--- src/sv/mde_pkg.sv ---
// ----------------------------------------------------------------------------
// Modular division package
// Shared widths, status codes, sequencer states and the structs that connect
// the sequencer with the top level and with the shift-subtract divider.
// ----------------------------------------------------------------------------
package mde_pkg;

  // Width of the modulus, the divisor and the quotient.
  localparam int unsigned ValueWidth = 16;
  // The dividend carries one extra sign bit.
  localparam int unsigned DivdWidth  = ValueWidth + 1;
  // Bezout coefficients stay within +/- modulus; two spare bits cover that.
  localparam int unsigned CoefWidth  = ValueWidth + 2;
  // Double width word for products and long divisions.
  localparam int unsigned ProdWidth  = 2 * ValueWidth;
  // Iteration counter of the divider, able to hold ProdWidth itself.
  localparam int unsigned CntWidth   = $clog2(ProdWidth + 1);

  localparam logic [ValueWidth-1:0] ModulusReset = ValueWidth'(2048);

  localparam logic StatusOk        = 1'b0;
  localparam logic StatusNoInverse = 1'b1;

  typedef enum logic [3:0] {
    S_IDLE,
    S_EUC_CHK,
    S_EUC_DIV,
    S_EUC_MUL,
    S_EUC_UPD,
    S_INV,
    S_AMOD,
    S_PMUL,
    S_PMOD,
    S_PMOD_WAIT,
    S_DONE
  } seq_state_e;

  // Request to the divider. In short mode only the low ValueWidth bits of
  // the dividend take part and the unit runs ValueWidth steps.
  typedef struct packed {
    logic                  start;
    logic                  long_mode;
    logic [ProdWidth-1:0]  dividend;
    logic [ValueWidth-1:0] divisor;
  } div_req_t;

  typedef struct packed {
    logic                  busy;
    logic                  done;
    logic [ValueWidth-1:0] quotient;
    logic [ValueWidth-1:0] remainder;
  } div_rsp_t;

  typedef struct packed {
    logic                        start;
    logic signed [DivdWidth-1:0] dividend;
    logic [ValueWidth-1:0]       divisor;
  } seq_req_t;

  typedef struct packed {
    logic                  idle;
    logic                  done;
    logic [ValueWidth-1:0] quotient;
    logic                  status;
  } seq_rsp_t;

endpackage

--- src/sv/mde_intf.sv ---
// ----------------------------------------------------------------------------
// Modular division channels
// Valid/ready channels for the modulus write, the operands and the result.
// ----------------------------------------------------------------------------
interface mde_cfg_if;
  logic                                valid;
  logic                                ready;
  logic [mde_pkg::ValueWidth-1:0]      modulus;

  modport source (output valid, modulus, input ready);
  modport sink   (input valid, modulus, output ready);
endinterface

interface mde_in_if;
  logic                                valid;
  logic                                ready;
  logic signed [mde_pkg::DivdWidth-1:0] dividend;
  logic [mde_pkg::ValueWidth-1:0]      divisor;

  modport source (output valid, dividend, divisor, input ready);
  modport sink   (input valid, dividend, divisor, output ready);
endinterface

interface mde_out_if;
  logic                                valid;
  logic                                ready;
  logic [mde_pkg::ValueWidth-1:0]      quotient;
  logic                                status;

  modport source (output valid, quotient, status, input ready);
  modport sink   (input valid, quotient, status, output ready);
endinterface

--- src/sv/mde_div.sv ---
// ----------------------------------------------------------------------------
// Shift-subtract divider
// Restoring division, one quotient bit per cycle, shared by all reductions.
// ----------------------------------------------------------------------------
module mde_div (
  input  logic              clk_i,
  input  logic              rst_ni,
  input  mde_pkg::div_req_t req_i,
  output mde_pkg::div_rsp_t rsp_o
);

  logic                                busy_q, busy_d;
  logic [mde_pkg::CntWidth-1:0]        cnt_q, cnt_d;
  logic [mde_pkg::ValueWidth-1:0]      rem_q;
  logic [mde_pkg::ProdWidth-1:0]       acc_q;
  logic [mde_pkg::ValueWidth-1:0]      dvs_q;
  logic [mde_pkg::ValueWidth:0]        shifted;
  logic [mde_pkg::ValueWidth+1:0]      diff;
  logic                                fits;

  // Bring down the next dividend bit and try to subtract the divisor.
  assign shifted = {rem_q, acc_q[mde_pkg::ProdWidth-1]};
  assign diff    = {1'b0, shifted} - {2'b00, dvs_q};
  assign fits    = ~diff[mde_pkg::ValueWidth+1];

  always_comb begin
    busy_d = busy_q;
    cnt_d  = cnt_q;
    if (req_i.start) begin
      busy_d = 1'b1;
      cnt_d  = req_i.long_mode ? mde_pkg::CntWidth'(mde_pkg::ProdWidth)
                               : mde_pkg::CntWidth'(mde_pkg::ValueWidth);
    end else if (busy_q) begin
      if (cnt_q == '0) begin
        busy_d = 1'b0;
      end else begin
        cnt_d = cnt_q - 1'b1;
      end
    end
  end

  always_ff @(posedge clk_i or negedge rst_ni) begin
    if (!rst_ni) begin
      busy_q <= 1'b0;
      cnt_q  <= '0;
    end else begin
      busy_q <= busy_d;
      cnt_q  <= cnt_d;
    end
  end

  always_ff @(posedge clk_i) begin
    if (req_i.start) begin
      rem_q <= '0;
      dvs_q <= req_i.divisor;
      if (req_i.long_mode) begin
        acc_q <= req_i.dividend;
      end else begin
        acc_q <= {req_i.dividend[mde_pkg::ValueWidth-1:0], {mde_pkg::ValueWidth{1'b0}}};
      end
    end else if (busy_q && cnt_q != '0) begin
      rem_q <= fits ? diff[mde_pkg::ValueWidth-1:0] : shifted[mde_pkg::ValueWidth-1:0];
      acc_q <= {acc_q[mde_pkg::ProdWidth-2:0], fits};
    end
  end

  assign rsp_o.busy      = busy_q;
  assign rsp_o.done      = busy_q && (cnt_q == '0);
  assign rsp_o.quotient  = acc_q[mde_pkg::ValueWidth-1:0];
  assign rsp_o.remainder = rem_q;

  // A new division is only started once the previous one has finished.
  a_no_start_busy: assert property (@(posedge clk_i) disable iff (!rst_ni)
    req_i.start |-> !busy_q)
    else $error("divider started while busy");

  // The remainder handed out is always below the divisor.
  a_rem_below: assert property (@(posedge clk_i) disable iff (!rst_ni)
    rsp_o.done |-> (rem_q < dvs_q))
    else $error("divider remainder not reduced");

  // Completion ends the run on the next cycle.
  a_done_ends: assert property (@(posedge clk_i) disable iff (!rst_ni)
    rsp_o.done && !req_i.start |=> !busy_q)
    else $error("divider kept running after completion");

endmodule

--- src/sv/mde_seq.sv ---
// ----------------------------------------------------------------------------
// Modular division sequencer
// Runs extended Euclid, the residue steps and the final product reduction
// on the shared divider and one shared multiplier.
// ----------------------------------------------------------------------------
module mde_seq (
  input  logic                           clk_i,
  input  logic                           rst_ni,
  input  mde_pkg::seq_req_t              req_i,
  input  logic [mde_pkg::ValueWidth-1:0] modulus_i,
  input  logic                           ack_i,
  input  mde_pkg::div_rsp_t              div_rsp_i,
  output mde_pkg::div_req_t              div_req_o,
  output mde_pkg::seq_rsp_t              rsp_o
);

  mde_pkg::seq_state_e state_q, state_d;

  logic [mde_pkg::ValueWidth-1:0]        r_prev_q, r_cur_q, q_q;
  logic signed [mde_pkg::CoefWidth-1:0]  s_prev_q, s_cur_q;
  logic signed [mde_pkg::DivdWidth-1:0]  a_q;
  logic [mde_pkg::ProdWidth-1:0]         prod_q;
  logic [mde_pkg::ValueWidth-1:0]        inv_q, ar_q, quo_q;
  logic                                  stat_q;

  logic [mde_pkg::ValueWidth-1:0]        mul_a, mul_b;
  logic [mde_pkg::ProdWidth-1:0]         mul_res;
  logic signed [mde_pkg::CoefWidth-1:0]  s_abs, prod_s, n_s, inv_sum;
  logic [mde_pkg::DivdWidth-1:0]         a_mag;
  logic [mde_pkg::ValueWidth-1:0]        ar_val;

  // Shared multiplier: quotient times |s| during Euclid, inverse times
  // residue of the dividend at the end.
  assign mul_res = mde_pkg::ProdWidth'(mul_a) * mde_pkg::ProdWidth'(mul_b);

  assign s_abs  = s_cur_q[mde_pkg::CoefWidth-1] ? -s_cur_q : s_cur_q;
  // |q * s| never exceeds twice the modulus, so the low bits are exact.
  assign prod_s = s_cur_q[mde_pkg::CoefWidth-1]
                ? -signed'(prod_q[mde_pkg::CoefWidth-1:0])
                : signed'(prod_q[mde_pkg::CoefWidth-1:0]);

  assign n_s = signed'({2'b00, modulus_i});
  always_comb begin
    if (s_prev_q < 0) begin
      inv_sum = s_prev_q + n_s;
    end else if (s_prev_q >= n_s) begin
      inv_sum = s_prev_q - n_s;
    end else begin
      inv_sum = s_prev_q;
    end
  end

  assign a_mag  = a_q[mde_pkg::ValueWidth] ? (~a_q + 1'b1) : a_q;
  assign ar_val = (a_q[mde_pkg::ValueWidth] && div_rsp_i.remainder != '0)
                ? modulus_i - div_rsp_i.remainder
                : div_rsp_i.remainder;

  // Next state.
  always_comb begin
    state_d = state_q;
    unique case (state_q)
      mde_pkg::S_IDLE: begin
        if (req_i.start) begin
          state_d = (modulus_i == '0) ? mde_pkg::S_DONE : mde_pkg::S_EUC_CHK;
        end
      end
      mde_pkg::S_EUC_CHK: begin
        if (r_cur_q != '0) begin
          state_d = mde_pkg::S_EUC_DIV;
        end else if (r_prev_q == mde_pkg::ValueWidth'(1)) begin
          state_d = mde_pkg::S_INV;
        end else begin
          state_d = mde_pkg::S_DONE;
        end
      end
      mde_pkg::S_EUC_DIV: begin
        if (div_rsp_i.done) begin
          state_d = mde_pkg::S_EUC_MUL;
        end
      end
      mde_pkg::S_EUC_MUL: state_d = mde_pkg::S_EUC_UPD;
      mde_pkg::S_EUC_UPD: state_d = mde_pkg::S_EUC_CHK;
      mde_pkg::S_INV:     state_d = mde_pkg::S_AMOD;
      mde_pkg::S_AMOD: begin
        if (div_rsp_i.done) begin
          state_d = mde_pkg::S_PMUL;
        end
      end
      mde_pkg::S_PMUL:    state_d = mde_pkg::S_PMOD;
      mde_pkg::S_PMOD:    state_d = mde_pkg::S_PMOD_WAIT;
      mde_pkg::S_PMOD_WAIT: begin
        if (div_rsp_i.done) begin
          state_d = mde_pkg::S_DONE;
        end
      end
      mde_pkg::S_DONE: begin
        if (ack_i) begin
          state_d = mde_pkg::S_IDLE;
        end
      end
      default: state_d = mde_pkg::S_IDLE;
    endcase
  end

  // Outputs: divider requests and multiplier operands.
  always_comb begin
    div_req_o.start     = 1'b0;
    div_req_o.long_mode = 1'b1;
    div_req_o.dividend  = prod_q;
    div_req_o.divisor   = modulus_i;
    mul_a               = inv_q;
    mul_b               = ar_q;
    unique case (state_q)
      mde_pkg::S_EUC_CHK: begin
        div_req_o.start     = (r_cur_q != '0);
        div_req_o.long_mode = 1'b0;
        div_req_o.dividend  = mde_pkg::ProdWidth'(r_prev_q);
        div_req_o.divisor   = r_cur_q;
      end
      mde_pkg::S_EUC_MUL: begin
        mul_a = q_q;
        mul_b = s_abs[mde_pkg::ValueWidth-1:0];
      end
      mde_pkg::S_INV: begin
        div_req_o.start    = 1'b1;
        div_req_o.dividend = mde_pkg::ProdWidth'(a_mag);
      end
      mde_pkg::S_PMOD: begin
        div_req_o.start = 1'b1;
      end
      default: ;
    endcase
  end

  assign rsp_o.idle     = (state_q == mde_pkg::S_IDLE);
  assign rsp_o.done     = (state_q == mde_pkg::S_DONE);
  assign rsp_o.quotient = quo_q;
  assign rsp_o.status   = stat_q;

  always_ff @(posedge clk_i or negedge rst_ni) begin
    if (!rst_ni) begin
      state_q <= mde_pkg::S_IDLE;
    end else begin
      state_q <= state_d;
    end
  end

  always_ff @(posedge clk_i) begin
    unique case (state_q)
      mde_pkg::S_IDLE: begin
        if (req_i.start) begin
          r_prev_q <= req_i.divisor;
          r_cur_q  <= modulus_i;
          s_prev_q <= mde_pkg::CoefWidth'(1);
          s_cur_q  <= '0;
          a_q      <= req_i.dividend;
          quo_q    <= '0;
          stat_q   <= (modulus_i == '0) ? mde_pkg::StatusNoInverse : mde_pkg::StatusOk;
        end
      end
      mde_pkg::S_EUC_CHK: begin
        if (r_cur_q == '0 && r_prev_q != mde_pkg::ValueWidth'(1)) begin
          stat_q <= mde_pkg::StatusNoInverse;
        end
      end
      mde_pkg::S_EUC_DIV: begin
        if (div_rsp_i.done) begin
          q_q      <= div_rsp_i.quotient;
          r_prev_q <= r_cur_q;
          r_cur_q  <= div_rsp_i.remainder;
        end
      end
      mde_pkg::S_EUC_MUL: prod_q <= mul_res;
      mde_pkg::S_EUC_UPD: begin
        s_prev_q <= s_cur_q;
        s_cur_q  <= s_prev_q - prod_s;
      end
      mde_pkg::S_INV: inv_q <= inv_sum[mde_pkg::ValueWidth-1:0];
      mde_pkg::S_AMOD: begin
        if (div_rsp_i.done) begin
          ar_q <= ar_val;
        end
      end
      mde_pkg::S_PMUL: prod_q <= mul_res;
      mde_pkg::S_PMOD_WAIT: begin
        if (div_rsp_i.done) begin
          quo_q  <= div_rsp_i.remainder;
          stat_q <= mde_pkg::StatusOk;
        end
      end
      default: ;
    endcase
  end

endmodule

--- src/sv/modular_division_ext_euclid.sv ---
// ----------------------------------------------------------------------------
// Modular division by extended Euclid
// Returns dividend * divisor^-1 mod N, or status no-inverse when
// gcd(divisor, N) is not 1; N comes from the modulus register.
//
// An item runs k Euclid quotient steps, k being 1 to about 24 for 16-bit
// values, and when an inverse exists then the inverse, residue and product
// steps. A missing inverse is reported once the Euclid steps end, and a zero
// modulus goes straight to the result without any Euclid step.
// The bit-serial divider produces one quotient bit per cycle.
// One item is in flight at a time; the next input beat is taken once the
// result has moved to the output register.
// Reset clears the control state and loads the modulus register with 2048.
// ----------------------------------------------------------------------------
module modular_division_ext_euclid (
  input  logic        clk_i,
  input  logic        rst_ni,
  mde_cfg_if.sink     cfg_if,
  mde_in_if.sink      in_if,
  mde_out_if.source   out_if
);

  // Modulus register; writes are accepted every cycle. The user writes it only
  // while the block is idle, so the sequencer sees a stable value (unchecked).
  logic [mde_pkg::ValueWidth-1:0] modulus_q;

  always_ff @(posedge clk_i or negedge rst_ni) begin
    if (!rst_ni) begin
      modulus_q <= mde_pkg::ModulusReset;
    end else if (cfg_if.valid && cfg_if.ready) begin
      modulus_q <= cfg_if.modulus;
    end
  end

  assign cfg_if.ready = 1'b1;

  // Sequencer and the shared divider it drives.
  mde_pkg::seq_req_t seq_req;
  mde_pkg::seq_rsp_t seq_rsp;
  mde_pkg::div_req_t div_req;
  mde_pkg::div_rsp_t div_rsp;
  logic              seq_ack;

  // The operands are taken only while the sequencer sits idle.
  assign in_if.ready      = seq_rsp.idle;
  assign seq_req.start    = in_if.valid && in_if.ready;
  assign seq_req.dividend = in_if.dividend;
  assign seq_req.divisor  = in_if.divisor;

  mde_seq u_seq (
    .clk_i     (clk_i),
    .rst_ni    (rst_ni),
    .req_i     (seq_req),
    .modulus_i (modulus_q),
    .ack_i     (seq_ack),
    .div_rsp_i (div_rsp),
    .div_req_o (div_req),
    .rsp_o     (seq_rsp)
  );

  mde_div u_div (
    .clk_i  (clk_i),
    .rst_ni (rst_ni),
    .req_i  (div_req),
    .rsp_o  (div_rsp)
  );

  // Output register. A finished result moves here whenever the register
  // is empty or its current beat is being taken, which frees the
  // sequencer for the next item while the result waits downstream.
  logic                           out_valid_q, out_valid_d;
  logic [mde_pkg::ValueWidth-1:0] out_quotient_q;
  logic                           out_status_q;

  assign seq_ack = !out_valid_q || out_if.ready;

  always_comb begin
    out_valid_d = out_valid_q;
    if (seq_rsp.done && seq_ack) begin
      out_valid_d = 1'b1;
    end else if (out_if.ready) begin
      out_valid_d = 1'b0;
    end
  end

  always_ff @(posedge clk_i or negedge rst_ni) begin
    if (!rst_ni) begin
      out_valid_q <= 1'b0;
    end else begin
      out_valid_q <= out_valid_d;
    end
  end

  always_ff @(posedge clk_i) begin
    if (seq_rsp.done && seq_ack) begin
      out_quotient_q <= seq_rsp.quotient;
      out_status_q   <= seq_rsp.status;
    end
  end

  assign out_if.valid    = out_valid_q;
  assign out_if.quotient = out_quotient_q;
  assign out_if.status   = out_status_q;

  // An accepted beat always starts the sequencer.
  a_accept_starts: assert property (@(posedge clk_i) disable iff (!rst_ni)
    in_if.valid && in_if.ready |=> !seq_rsp.idle)
    else $error("input beat accepted but sequencer stayed idle");

  // A no-inverse result carries a zero quotient.
  a_noinv_zero: assert property (@(posedge clk_i) disable iff (!rst_ni)
    out_valid_q && out_status_q == mde_pkg::StatusNoInverse |-> out_quotient_q == '0)
    else $error("no-inverse result with nonzero quotient");

  // A good result is a proper residue of the modulus.
  a_ok_reduced: assert property (@(posedge clk_i) disable iff (!rst_ni)
    out_valid_q && out_status_q == mde_pkg::StatusOk |-> out_quotient_q < modulus_q)
    else $error("quotient not reduced below the modulus");

endmodule

--- src/flat_wrapper.sv ---
// flat-port wrapper written by rule: the top's interface ports become plain ports
module modular_division_ext_euclid_flat 
  (clk_i, rst_ni, cfg_if_valid, cfg_if_modulus, cfg_if_ready, in_if_valid, in_if_dividend, in_if_divisor, in_if_ready, out_if_valid, out_if_quotient, out_if_status, out_if_ready);
  mde_cfg_if cfg_if_i ();
  mde_in_if in_if_i ();
  mde_out_if out_if_i ();
  input  logic clk_i;
  input  logic rst_ni;
  input wire logic [$bits(cfg_if_i.valid)-1:0] cfg_if_valid;
  input wire logic [$bits(cfg_if_i.modulus)-1:0] cfg_if_modulus;
  output wire logic [$bits(cfg_if_i.ready)-1:0] cfg_if_ready;
  input wire logic [$bits(in_if_i.valid)-1:0] in_if_valid;
  input wire logic [$bits(in_if_i.dividend)-1:0] in_if_dividend;
  input wire logic [$bits(in_if_i.divisor)-1:0] in_if_divisor;
  output wire logic [$bits(in_if_i.ready)-1:0] in_if_ready;
  output wire logic [$bits(out_if_i.valid)-1:0] out_if_valid;
  output wire logic [$bits(out_if_i.quotient)-1:0] out_if_quotient;
  output wire logic [$bits(out_if_i.status)-1:0] out_if_status;
  input wire logic [$bits(out_if_i.ready)-1:0] out_if_ready;
  assign cfg_if_i.valid = cfg_if_valid;
  assign cfg_if_i.modulus = cfg_if_modulus;
  assign cfg_if_ready = cfg_if_i.ready;
  assign in_if_i.valid = in_if_valid;
  assign in_if_i.dividend = in_if_dividend;
  assign in_if_i.divisor = in_if_divisor;
  assign in_if_ready = in_if_i.ready;
  assign out_if_valid = out_if_i.valid;
  assign out_if_quotient = out_if_i.quotient;
  assign out_if_status = out_if_i.status;
  assign out_if_i.ready = out_if_ready;
  modular_division_ext_euclid u_core (.clk_i(clk_i), .rst_ni(rst_ni), .cfg_if(cfg_if_i), .in_if(in_if_i), .out_if(out_if_i));
endmodule
--- config.mk ---
export PLATFORM = sky130hd
export DESIGN_NAME = modular_division_ext_euclid_flat
export DESIGN_NICKNAME = d
export VERILOG_FILES = /design/src/sv/mde_pkg.sv /design/src/sv/mde_intf.sv /design/src/sv/mde_div.sv /design/src/sv/mde_seq.sv /design/src/sv/modular_division_ext_euclid.sv /design/src/flat_wrapper.sv
export SDC_FILE = /design/constraint.sdc
export NUM_CORES = 1
export LEC_CHECK = 0
export BUFFER_PORTS_ARGS = -buffer_cell sky130_fd_sc_hd__buf_2
export CORE_MARGIN = 4
export CORE_UTILIZATION = 55
export DETAILED_ROUTE_END_ITERATION = 10
export MAX_ROUTING_LAYER = met4
export PLACE_DENSITY_LB_ADDON = 0.08
export SYNTH_ARGS = -nofsm -noshare
export SYNTH_HDL_FRONTEND = slang
export SYNTH_SLANG_ARGS = --single-unit
--- constraint.sdc ---
create_clock -name clk_i -period 9.2 [get_ports clk_i]
set_clock_uncertainty 0.1 [all_clocks]
set_input_delay 2.3 -clock clk_i [delete_from_list [all_inputs] [get_ports clk_i]]
set_output_delay 2.3 -clock clk_i [all_outputs]
set_load 0.02 [all_outputs]
==> impl_metrics.csv <==
group,metric,value,unit
synthesis,async_reset_ff_frac,0.0962,
synthesis,synth_xor_area_frac,0.0428,
global_routing,overflow,0,
clock_tree,htreeDepth,2,
clock_tree,cts_tree,"built",
worst_hold_path,holdPathEnd,"u_core.out_if.quotient[9]$_DFFE_PP_",
clock_tree,numCtsBuffers,34,
finish,diodes,0,
critical_path,path_buf_inv,5,
sta,maxSlewViolCount,0,
critical_path,slowest_stage,"mux2i_1",
die,coreArea,0.0443,mm2
global_routing,grt_max_degree,42,
finish,fill_cells,3784,
finish,syn2layout_area_growth,9.39,%
sta,setup_viol,0,
place,portBuffers,72,
synthesis,synthSimpleGateAreaFrac,0.129,
synthesis,synthDistinctLibCells,85,
global_routing,grt_pass1_vias,19200,
detailed_routing,drtIter0Drc,2183,
clock_tree,clockRootBuffer,"clkbuf_16",
synthesis,ys.warnings.count,0,
critical_path,critPathKind,"reg2reg",
sta,tightest_slew,1.25,ns
clock_tree,clk_path_buf_depth,3,
clock_tree,post_cts_buffers,0,
finish,mostFrequentLayoutCells,"inv_1, nand2_1, nor2_1",
clock_tree,path_clk_slew,0.06,ns
detailed_routing,first_pass_iters,6,
synthesis,yosysSeqAreaShare,0.341,
place,pre_cts_ws,0.738,ns
clock_tree,clock-sinks,291,
global_routing,grt_usage,0.336,
sta,finalSetupTns,0,ns
critical_path,critPathMostFrequentCell,"fa_1",
sta,slew_headroom,0.164,
die,ios,74,
clock_tree,clk_latency,0.57,ns
die,start_util,0.559,
synthesis,synth_compound_area_frac,0.129,
synthesis,netlist_area,0.0248,mm2
detailed_routing,drc,0,
die,die_h,220,um
synthesis,synthCells,2508,
sta,rsz0062_at_grt,"no",
finish,final_common_cell,"inv_1",
synthesis,mappedNetlistNets,2948,
die,die_area,0.0485,mm2
sta,max_freq,115,MHz
place,dpl.hpwl,61.5,mm
critical_path,arrival,8.87,ns
critical_path,worst-path-max-fanout,28,
detailed_routing,wl_per_cell,24.4,um
critical_path,endpoint_kind,"flip-flop",
die,rows,77,
detailed_routing,detail-route-antenna-nets,0,
worst_hold_path,hp-start,"u_core.u_seq.quo_q[9]$_SDFFCE_PN0P_",
die,die_w,220,um
synthesis,syn_area_per_cell,9.87,um2
critical_path,r2r_slack,0.54,ns
worst_hold_path,hold_path.class,"reg2reg",
sta,fin_crit_sh,0.941,
synthesis,synth-edff-count,247,
clock_tree,post_cts_resized,0,
finish,drive_gt1_frac,0.0863,
detailed_routing,vias,19500,
run_status,status,"finished clean",
critical_path,max_stage_delay,0.85,ns
critical_path,reg2reg_to,"u_core.u_seq.prod_q[30]$_DFFE_PP_",
sta,setup_ws,0.541,ns
synthesis,synth_top_family_by_area,"adder cells",
critical_path,path_delay_family,"adder cells",
critical_path,crit_required,9.41,ns
detailed_routing,avgViaCountPerCell,6.12,
finish,nets,3012,
worst_hold_path,min_path_cells,0,
critical_path,worstReg2RegStart,"u_core.u_seq.state_q[1]$_DFFE_PN0P_",
critical_path,path_cells,"nand2_1 -> nor3_2 -> buf_12 -> mux2i_1 -> nor2_1 -> fa_1 -> inv_1 -> fa_1 -> inv_1 -> fa_1 -> inv_1 -> fa_1 -> inv_1 -> fa_1 -> fa_1 -> ha_1 -> and2_1 -> a221o_1 -> a31oi_1 -> o21ai_1 -> a41oi_1 -> a21oi_1 -> a311oi_1 -> xnor2_1",
clock_tree,ctsHoldBuffers,0,
global_routing,antenna_found_initial,1,
place,gp_congestion,1.04,
synthesis,ys.flop_type,"edfxtp_1",
sta,period_minus_slack,8.66,ns
synthesis,synthAdderAreaFrac,0.255,
detailed_routing,route.final.wire_length,77.7,mm
sta,finalHoldViolCount,0,
synthesis,synth_mux_area_frac,0.0395,
critical_path,rr_worst_depth,24,
critical_path,start_kind,"flip-flop",
flow_run,drv_cap,0,
synthesis,synth_seq_cells,291,
global_routing,grt_pass1_wl,118,mm
registers in the layout (all words and copies together) (netlist names), 17 cells and up:
signal and count:
u_core.u_div.acc_q 32, u_core.u_seq.prod_q 32, u_core.u_seq.s_cur_q 18, u_core.u_seq.s_prev_q 18, u_core.u_seq.a_q 17
stage by stage:
| stage | utilization | hold slack [ns] | cell area [um2] | std cells |
|---|---|---|---|---|
| global route | 0.611 | 0.318 | 27100 | 3188 |
| CTS | 0.611 | 0.314 | 27100 | 3188 |
| detailed placement | 0.584 | 0.305 | 25900 | 3128 |
| floorplan | - | 0.300 | 24800 | 2508 |
| global placement | 0.584 | 0.303 | 25900 | 3128 |
| finish | 0.611 | 0.309 | 27100 | 3188 |
layer usage:
| layer | part of all wire | vias up | GRT usage |
|---|---|---|---|
| met4 | 0.026 | 0 | 0.0791 |
| li1 | - | 8730 | - |
| met3 | 0.10 | 120 | 0.0655 |
| met5 | 0 | - | - |
| met2 | 0.44 | 902 | 0.500 |
| met1 | 0.44 | 9745 | 0.482 |
layout make-up:
class                      instances  area (um2)  share of cell area
timing repair buffer             115         708              0.0261
sequential                       291        8440               0.312
multi-input combinational       1808       14800               0.546
clock inverter                    16         303              0.0112
tap                              592         741              0.0273
inverter                         322        1210              0.0446
clock buffer                      44         888              0.0328
worst register-to-register path: stages, from the launching register on:
cell and delay [ns]:
dfrtp_1 0.64, nand2_1 0.18, nor3_2 0.60, buf_12 0.27, mux2i_1 0.86, nor2_1 0.16, fa_1 0.53, inv_1 0.05
fa_1 0.47, inv_1 0.05, fa_1 0.38, inv_1 0.08, fa_1 0.41, inv_1 0.09, fa_1 0.50, fa_1 0.48
ha_1 0.36, and2_1 0.19, a221o_1 0.33, a31oi_1 0.32, o21ai_1 0.23, a41oi_1 0.42, a21oi_1 0.22, a311oi_1 0.39
xnor2_1 0.12
synth_stat cells, types with 16 or more instances:
cell / count / area, um2
a211oi_1: 17 / 128
a21o_1: 45 / 338
a21oi_1: 117 / 586
and2_1: 27 / 169
clkbuf_1: 71 / 267
dfrtp_1: 27 / 676
dfxtp_1: 16 / 320
edfxtp_1: 247 / 7420
fa_1: 199 / 3980
ha_1: 187 / 2340
inv_1: 320 / 1200
mux2_2: 35 / 394
mux2i_1: 56 / 561
nand2_1: 261 / 980
nand2b_1: 24 / 150
nor2_1: 252 / 946
nor2b_1: 16 / 100
nor3_1: 26 / 130
nor4_1: 24 / 150
o21a_1: 23 / 173
o21ai_0: 123 / 616
o22ai_1: 16 / 100
o31ai_1: 20 / 150
xnor2_1: 56 / 490
xor2_1: 65 / 569
worst max path at each step:
stage,slack (ns),start,end,cells past startpoint
final,0.54,u_core.u_seq.state_q[1]$_DFFE_PN0P_,u_core.u_seq.prod_q[30]$_DFFE_PP_,24
after global routing,0.13,u_core.u_seq.state_q[1]$_DFFE_PN0P_,u_core.u_seq.prod_q[30]$_DFFE_PP_,24
after CTS,0.67,u_core.u_seq.state_q[1]$_DFFE_PN0P_,u_core.u_seq.prod_q[30]$_DFFE_PP_,24
after detailed placement,0.74,u_core.u_seq.state_q[1]$_DFFE_PN0P_,u_core.u_seq.prod_q[30]$_DFFE_PP_,24
after global placement,0.87,u_core.u_seq.state_q[1]$_DFFE_PN0P_,u_core.u_seq.prod_q[30]$_DFFE_PP_,24
after floorplan,1.32,u_core.u_seq.state_q[1]$_DFFE_PN0P_,u_core.u_seq.prod_q[30]$_DFFE_PP_,26
logic make-up (layout without fill, tap and decap cells):
kind of cell,Yosys count,in the layout
AO/OA/AOI/OAI,494,494
XOR/XNOR,121,121
adder cells (fa/ha/maj),386,386
buffers and inverters,409,497
flip-flops,291,291
multiplexers,93,93
other,1,1
AND/OR/NAND/NOR,713,713
Power is not shown: default switching activity piles up to over one toggle a cycle in this logic, so the estimate is an artifact.
